## config.mk

```make
export PLATFORM = sky130hd
export DESIGN_NAME = tcw_queue
export DESIGN_NICKNAME = d
export VERILOG_FILES = /design/src/rtl/tcw_pkg.sv /design/src/rtl/tcw_queue.sv
export SDC_FILE = /design/constraint.sdc
export NUM_CORES = 1
export LEC_CHECK = 0
export BUFFER_PORTS_ARGS = -buffer_cell sky130_fd_sc_hd__buf_2
export CORE_ASPECT_RATIO = 0.9
export CORE_MARGIN = 5
export CORE_UTILIZATION = 55
export DETAILED_ROUTE_END_ITERATION = 8
export PLACE_DENSITY_LB_ADDON = 0.15
export SYNTH_ARGS = -nofsm -noshare
export SYNTH_HDL_FRONTEND = slang
export SYNTH_SLANG_ARGS = --single-unit
export TNS_END_PERCENT = 10
```

## constraint.sdc

```tcl
create_clock -name clk -period 4 [get_ports clk]
set_input_delay 0.8 -clock clk [delete_from_list [all_inputs] [get_ports clk]]
set_output_delay 0.8 -clock clk [all_outputs]
set_load 0.02 [all_outputs]
```

## src/rtl/tcw_pkg.sv

```systemverilog
// tcw_pkg: shared constants, codes and types of the text console writer
// used by every module of the block; depends on nothing else
`timescale 1ns / 1ps
`default_nettype none

package tcw_pkg;

  // screen geometry
  localparam int NUM_COLS   = 80;
  localparam int NUM_ROWS   = 25;
  localparam int TAB_WIDTH  = 8;
  localparam int CELL_COUNT = NUM_COLS * NUM_ROWS;
  localparam int MOVE_COUNT = CELL_COUNT - NUM_COLS;

  // internal widths
  localparam int COL_W  = $clog2(NUM_COLS);
  localparam int ROW_W  = $clog2(NUM_ROWS);
  localparam int ADDR_W = $clog2(CELL_COUNT);
  localparam int TS_W   = $clog2(NUM_COLS + TAB_WIDTH);

  // port field widths
  localparam int MODE_W     = 2;
  localparam int CHAR_W     = 8;
  localparam int CLASS_W    = 2;
  localparam int IN_COL_W   = 7;
  localparam int IN_ROW_W   = 5;
  localparam int OUT_COL_W  = 7;
  localparam int OUT_ROW_W  = 5;
  localparam int OFS_W      = 11;
  localparam int ATTR_W     = 8;
  localparam int CELL_W     = ATTR_W + CHAR_W;
  localparam int CFG_IDX_W  = 2;
  localparam int CFG_DATA_W = 8;

  // command queue
  localparam int QUEUE_DEPTH = 2;
  localparam int QPTR_W      = $clog2(QUEUE_DEPTH);
  localparam int QCNT_W      = $clog2(QUEUE_DEPTH + 1);

  // character codes
  localparam logic [CHAR_W-1:0] CH_NUL   = 8'h00;
  localparam logic [CHAR_W-1:0] CH_BS    = 8'h08;
  localparam logic [CHAR_W-1:0] CH_TAB   = 8'h09;
  localparam logic [CHAR_W-1:0] CH_LF    = 8'h0A;
  localparam logic [CHAR_W-1:0] CH_CR    = 8'h0D;
  localparam logic [CHAR_W-1:0] CH_SPACE = 8'h20;

  // colour classes
  localparam logic [CLASS_W-1:0] CLASS_KERNEL = 2'd1;
  localparam logic [CLASS_W-1:0] CLASS_USER   = 2'd2;

  // register indexes
  localparam logic [CFG_IDX_W-1:0] REG_COLOR_NORMAL = 2'd0;
  localparam logic [CFG_IDX_W-1:0] REG_COLOR_KERNEL = 2'd1;
  localparam logic [CFG_IDX_W-1:0] REG_COLOR_USER   = 2'd2;

  localparam logic [ATTR_W-1:0] COLOR_NORMAL_RESET = 8'd7;
  localparam logic [ATTR_W-1:0] COLOR_KERNEL_RESET = 8'd4;
  localparam logic [ATTR_W-1:0] COLOR_USER_RESET   = 8'd2;

  typedef enum logic [MODE_W-1:0] {
    MODE_PRINT  = 2'd0,
    MODE_CLEAR  = 2'd1,
    MODE_SETCUR = 2'd2,
    MODE_READ   = 2'd3
  } mode_t;

  typedef enum logic [3:0] {
    OP_NOP,
    OP_PUT,
    OP_TAB,
    OP_CR,
    OP_LF,
    OP_BS,
    OP_CLEAR,
    OP_SETCUR,
    OP_READ
  } op_t;

  typedef struct packed {
    op_t               op;
    logic [CELL_W-1:0] cell_val;
    logic [COL_W-1:0]  col;
    logic [ROW_W-1:0]  row;
    logic [ADDR_W-1:0] addr;
  } cmd_t;

  typedef struct packed {
    logic [ATTR_W-1:0] normal;
    logic [ATTR_W-1:0] kernel;
    logic [ATTR_W-1:0] user;
  } colors_t;

  typedef struct packed {
    logic init_busy;
    logic reporting;
  } status_t;

  // next tab stop for every column, worked out at elaboration
  function automatic logic [NUM_COLS*TS_W-1:0] tab_stops_init();
    logic [NUM_COLS*TS_W-1:0] t;
    t = '0;
    for (int i = 0; i < NUM_COLS; i++) begin
      t[i*TS_W +: TS_W] = TS_W'((i / TAB_WIDTH + 1) * TAB_WIDTH);
    end
    return t;
  endfunction

  localparam logic [NUM_COLS*TS_W-1:0] TAB_STOPS = tab_stops_init();

endpackage

`default_nettype wire

```

## src/rtl/tcw_queue.sv

```systemverilog
// tcw_queue: short command queue between the front and the back
// depends on tcw_pkg
`timescale 1ns / 1ps
`default_nettype none

module tcw_queue (
  input  logic          clk,
  input  logic          rst,
  input  logic          push_valid,
  output logic          push_ready,
  input  tcw_pkg::cmd_t push_cmd,
  output logic          pop_valid,
  input  logic          pop_ready,
  output tcw_pkg::cmd_t pop_cmd
);

  tcw_pkg::cmd_t               entries [tcw_pkg::QUEUE_DEPTH];
  logic [tcw_pkg::QPTR_W-1:0]  wr_ptr;
  logic [tcw_pkg::QPTR_W-1:0]  rd_ptr;
  logic [tcw_pkg::QCNT_W-1:0]  count;
  logic                        push;
  logic                        pop;

  assign push_ready = count != tcw_pkg::QCNT_W'(tcw_pkg::QUEUE_DEPTH);
  assign pop_valid  = count != '0;
  assign pop_cmd    = entries[rd_ptr];
  assign push       = push_valid && push_ready;
  assign pop        = pop_valid && pop_ready;

  always_ff @(posedge clk) begin
    if (push) begin
      entries[wr_ptr] <= push_cmd;
    end
  end

  always_ff @(posedge clk) begin
    if (rst) begin
      wr_ptr <= '0;
      rd_ptr <= '0;
      count  <= '0;
    end else begin
      if (push) begin
        wr_ptr <= (wr_ptr == tcw_pkg::QPTR_W'(tcw_pkg::QUEUE_DEPTH - 1)) ? '0
                                                                      : wr_ptr + 1'b1;
      end
      if (pop) begin
        rd_ptr <= (rd_ptr == tcw_pkg::QPTR_W'(tcw_pkg::QUEUE_DEPTH - 1)) ? '0
                                                                      : rd_ptr + 1'b1;
      end
      if (push && !pop) begin
        count <= count + 1'b1;
      end else if (pop && !push) begin
        count <= count - 1'b1;
      end
    end
  end

endmodule

`default_nettype wire

```

# ---- Yosys cells after proc, flatten, opt, wreduce, memory -nomap -nowiden
# Memory sizes are Yosys's and may differ from the RTL's. A register that Yosys moved wholly into a read port is not among the register bits.
# Index checks and enable logic that the tools add are counted.
dict set report totals {
  reg_bits 4
  ramBits 86
  output_inout_bits 45
  elab_cells 25
  mem_count 1
}
dict set report op_classes {
  n_addsub 4
  n_eq_ne 1
  muxes 8
  n_reduce_logical 8
}
# name depth word_bits rd rd_clocked_by_memory_dff wr line_no
set memory_table {}
lappend memory_table {entries 2 43 1 1 1 tcw_queue.sv:17} ;# tcw_pkg::cmd_t entries [tcw_pkg::QUEUE_DEPTH];
# operator n
set op_table {}
lappend op_table {{$mux W1} 6}
lappend op_table {{$logic_and A1 B1 Y1} 4}
lappend op_table {{$mux W2} 2}
lappend op_table {{$reduce_bool A2 Y1} 2}
lappend op_table {{$add A1 B1 Y1 const B} 2}
lappend op_table {{$add A2 B1 Y2 const B} 1}
lappend op_table {{$logic_not A1 Y1} 2}
lappend op_table {{$ne A2 B2 Y1 const B} 1}
lappend op_table {{$sub A2 B1 Y2 const B} 1}

# ---- Logic depth before layout (Yosys ltp)
dict set report depth {
  ltp_word 6
  mapped_depth 6
  mapped_depth_nobuf 6
}

# ---- Worst setup path after synthesis
# Ideal clock, no wire load.
dict set report synth_path {
  kind {in2reg}
  from {in push_valid}
  to {mem entries[1][0] (netlist bit), enable pin}
  setup_time_ns 0.405
  t_arrival_ns 1.881
  path_slack_ns 1.714
  cell_stages 1
  path_cell_list {and3_1}
}
dict set report synth_between {
  elab_chain_cells 3
}
# element line_no
set synth_rtl {}
lappend synth_rtl {{from (decl)} tcw_queue.sv:9} ;# input logic push_valid,
lappend synth_rtl {{$logic_and A1 B1 Y1} tcw_queue.sv:27} ;# assign push = push_valid && push_ready;
lappend synth_rtl {{$mux W1} tcw_queue.sv:31} ;# if (push) begin
lappend synth_rtl {{$mux W1 (not written as such)} tcw_queue.sv:32} ;# entries[wr_ptr] <= push_cmd;
lappend synth_rtl {{to (decl)} tcw_queue.sv:17}
# No other way between the ends.

==> results.md <==
* Number of flops mapped to enable cells by yosys at 86
* Via Count at 1722
* Num CTS Buffers at 9
* Flip-flop cell with the highest count after synthesis: edfxtp_1
* RSZ-0062 raised after global routing: false
* Fin Clk Skew at 0.00450 ns
* Count of fill cells added during filler insertion at 401
* Dominant combinational cell family by area after synthesis: multiplexers
* FMAX at 365 MHz
* H-tree depth at 3
* Post-synthesis to final-layout area growth at 20.6%
* Synthesized instance count at 158
* Flop and latch count out of synthesis at ~90
* Post-Synth Adder-Cell Area at less than 1%
* Initial antenna violation count at 0
* Max-cap check violation count at 0
* Layout cell share with drive strength beyond 1 at 57.9%
* Crit. End Element: primary output
* X dimension of the die at 92.0 um
* Sink Count at between 90 and 100
* Clock transition time at the flip-flop clock pins of the worst setup and hold paths at 0.08 ns
* Total detailed-routing wirelength at roughly 5600 um
* Number of top-level pins at 92
* Die height at ~84 um
* Number of hold-slack violations in the final timing report at 0
* Mux share of post-synthesis cell area at 14.6%
* Hold Path Class: flip-flop to flip-flop
* Core ar. at 5790 um^2
* Number of buffers inserted by post-CTS setup repair at 0
* Count of TritonRoute iterations in the first routing pass at 4
* Area fraction of the dominant cell type after synthesis at between 70% and 80%
* Post-Syn Nets at 206
* Final max-slew violation count at 0
* First DRT Iteration DRCs at 94
* Critical path start-end classification: flip-flop to primary output
* Count of antenna diodes in the layout at 0
* Clock tree from TritonCTS: built
* Via count of the first global-routing pass at 1810
* Library cell with the highest instance count after synthesis: edfxtp_1
* Critical path arrival at around 1.9 ns
* Final weighted congestion of routability-driven global placement at 0.691
* Maximum fanout count along the critical path at 43
* Final hold slack at 0.513 ns
* Maximum vdd drop at 0.000506 V
* Share of the clock period used by the worst path after layout at ~69%
* Most common library cells after synthesis: edfxtp_1, mux2_2, dfxtp_1, buf_4
* WL per Instance at around 17 um
* Largest cells by area after synthesis: edfxtp_1, mux2_2, dfxtp_1
* Cell Area, Synth at approximately 3300 um^2
* Required time of the worst setup path at approximately 3.2 ns
* Detailed-placement wirelength estimate at 3670 um
* Total Negative Setup Slacks at 0 ns
* Sequential share of the synthesized area at 80.7%
* Static leakage at 0.00151 uW
* Wire length of the first global-routing pass at about 8900 um
* Worst slew margin at 31.1%
* Library cell with the largest summed area after synthesis: edfxtp_1
* Finished Core Util at between 60% and 70%
* Synthesized-area fraction occupied by and/or/nand/nor cells at 1.51%
* Count of buffers from port buffering at 91
* Total Die Area at 7700 um^2
* Compound-gate portion of the synthesized area at 0.903%
* Final setup fails at 0
* Initial Util at between 50% and 60%
* Clock latency on the worst-skew pair at roughly 0.34 ns
* Cell row count at 26
* Vias per Instance at approximately 5.2
* Buffer cell driving the clock tree root: clkbuf_8
* Startpoint Class: flip-flop
* Grt ovf at 0
* Post-route DRC violation count at 0
* Xor and xnor fraction of the mapped netlist area at less than 1%
* Mean Syn Cell Area at 21.0 um^2
* Slew @ Worst Pin at 1.03 ns
* Antenna Violating Nets Remaining at 0
* Number of cells upsized or downsized after cts at 0
* CTS Hold Buffers Added at 0
* Total power divided by cell area at 627 nW/um^2
* # nets final at 303
* Max Root-Sink Buffers at 2
* Async set-reset flop share out of synthesis at 0%
* Yosys cell types at 18
* Result of the run: finished, final reports clean
* Syn. warnings at 0
* Maximum number of pins on one net before global-route repair at 44
* Overall Global Routing Usage at between 10% and 20%
* Fin crit period at roughly 2.7 ns
## through the flow
stage / instance area [um^2] / cells / setup slack [ns] / power [uW]
after detailed placement: 3830 / 314 / 1.57 / 1990
after global placement: 3830 / 314 / 1.57 / 1980
after global routing: 4010 / 329 / 1.10 / 2650
after floorplan: 3320 / 158 / 1.71 / 1770
final: 4010 / 329 / 1.26 / 2520
after CTS: 4010 / 329 / 1.19 / 2550
## routing by layer
layer / share of wire [%] / track usage [%] / vias up
met5: 0 / 0 / -
met4: 1.1 / 4.86 / 0
met3: 6.6 / 7.66 / 6
met2: 50 / 24.6 / 63
met1: 43 / 18.8 / 844
li1: - / - / 809
## critical path, cell delays in order (launching register included)
cell     delay [ns]
dfxtp_2        0.99
mux2_2         0.43
buf_2          0.16
## logic make-up after synthesis
family | Yosys count
compound gates | 5
xor+xnor | 3
fa+ha+maj | 1
buf+inv | 6
flops | 91
mux | 43
simple gates | 9
## power by group
part	internal [uW]	total (uW)	leakage, uW	switching [uW]
registers	1190	1280	0.000845	90.9
clock network	281	562	0.0000882	281
logic	288	668	0.000573	380
## flip-flops by register name (all words and copies together), names as in the netlist, named ones only
register	flops
wr_ptr	1
entries	86
count	2
rd_ptr	1
## layout make-up
type | count | area [um^2] | area share, %
inverter | 1 | 3.75 | 0.0936
tap | 70 | 87.6 | 2.18
timing repair buffer | 91 | 455 | 11.4
sequential | 91 | 2680 | 66.9
clock buffer | 11 | 131 | 3.28
clock inverter | 4 | 42.5 | 1.06
multi-input combinational | 61 | 604 | 15.1
## layout by cell type (no fill, tap or decap)
| master | Yosys | layout |
|---|---|---|
| o21ai_0 | 2 | 2 |
| and2_1 | 1 | 1 |
| mux2_2 | 43 | 43 |
| edfxtp_1 | 86 | 86 |
| inv_2 | 0 | 1 |
| dfxtp_2 | 0 | 1 |
| ha_1 | 1 | 1 |
| a21bo_2 | 1 | 1 |
| clkbuf_1 | 0 | 2 |
| nand3b_1 | 1 | 1 |
| buf_2 | 1 | 91 |
| dfxtp_1 | 5 | 4 |
| xor2_1 | 3 | 3 |
| and3_2 | 0 | 1 |
| or3_1 | 1 | 1 |
| a21oi_1 | 2 | 2 |
| clkbuf_8 | 0 | 9 |
| nor2_1 | 3 | 3 |
| clkinv_2 | 0 | 1 |
| nand2b_1 | 1 | 1 |
| clkinv_1 | 0 | 2 |
| or2_2 | 1 | 1 |
| bufinv_16 | 0 | 1 |
## final timing paths
path         startpoint       endpoint  slack, ns  depth (start not counted)
max           flip-flop     pop_cmd[2]       1.26                          2
min              rd_ptr         rd_ptr       0.51                          2
max reg2reg    count[0]  entries[1][6]       2.08                          2
min reg2reg      rd_ptr         rd_ptr       0.51                          2
Power figures use the tool's default switching activity.
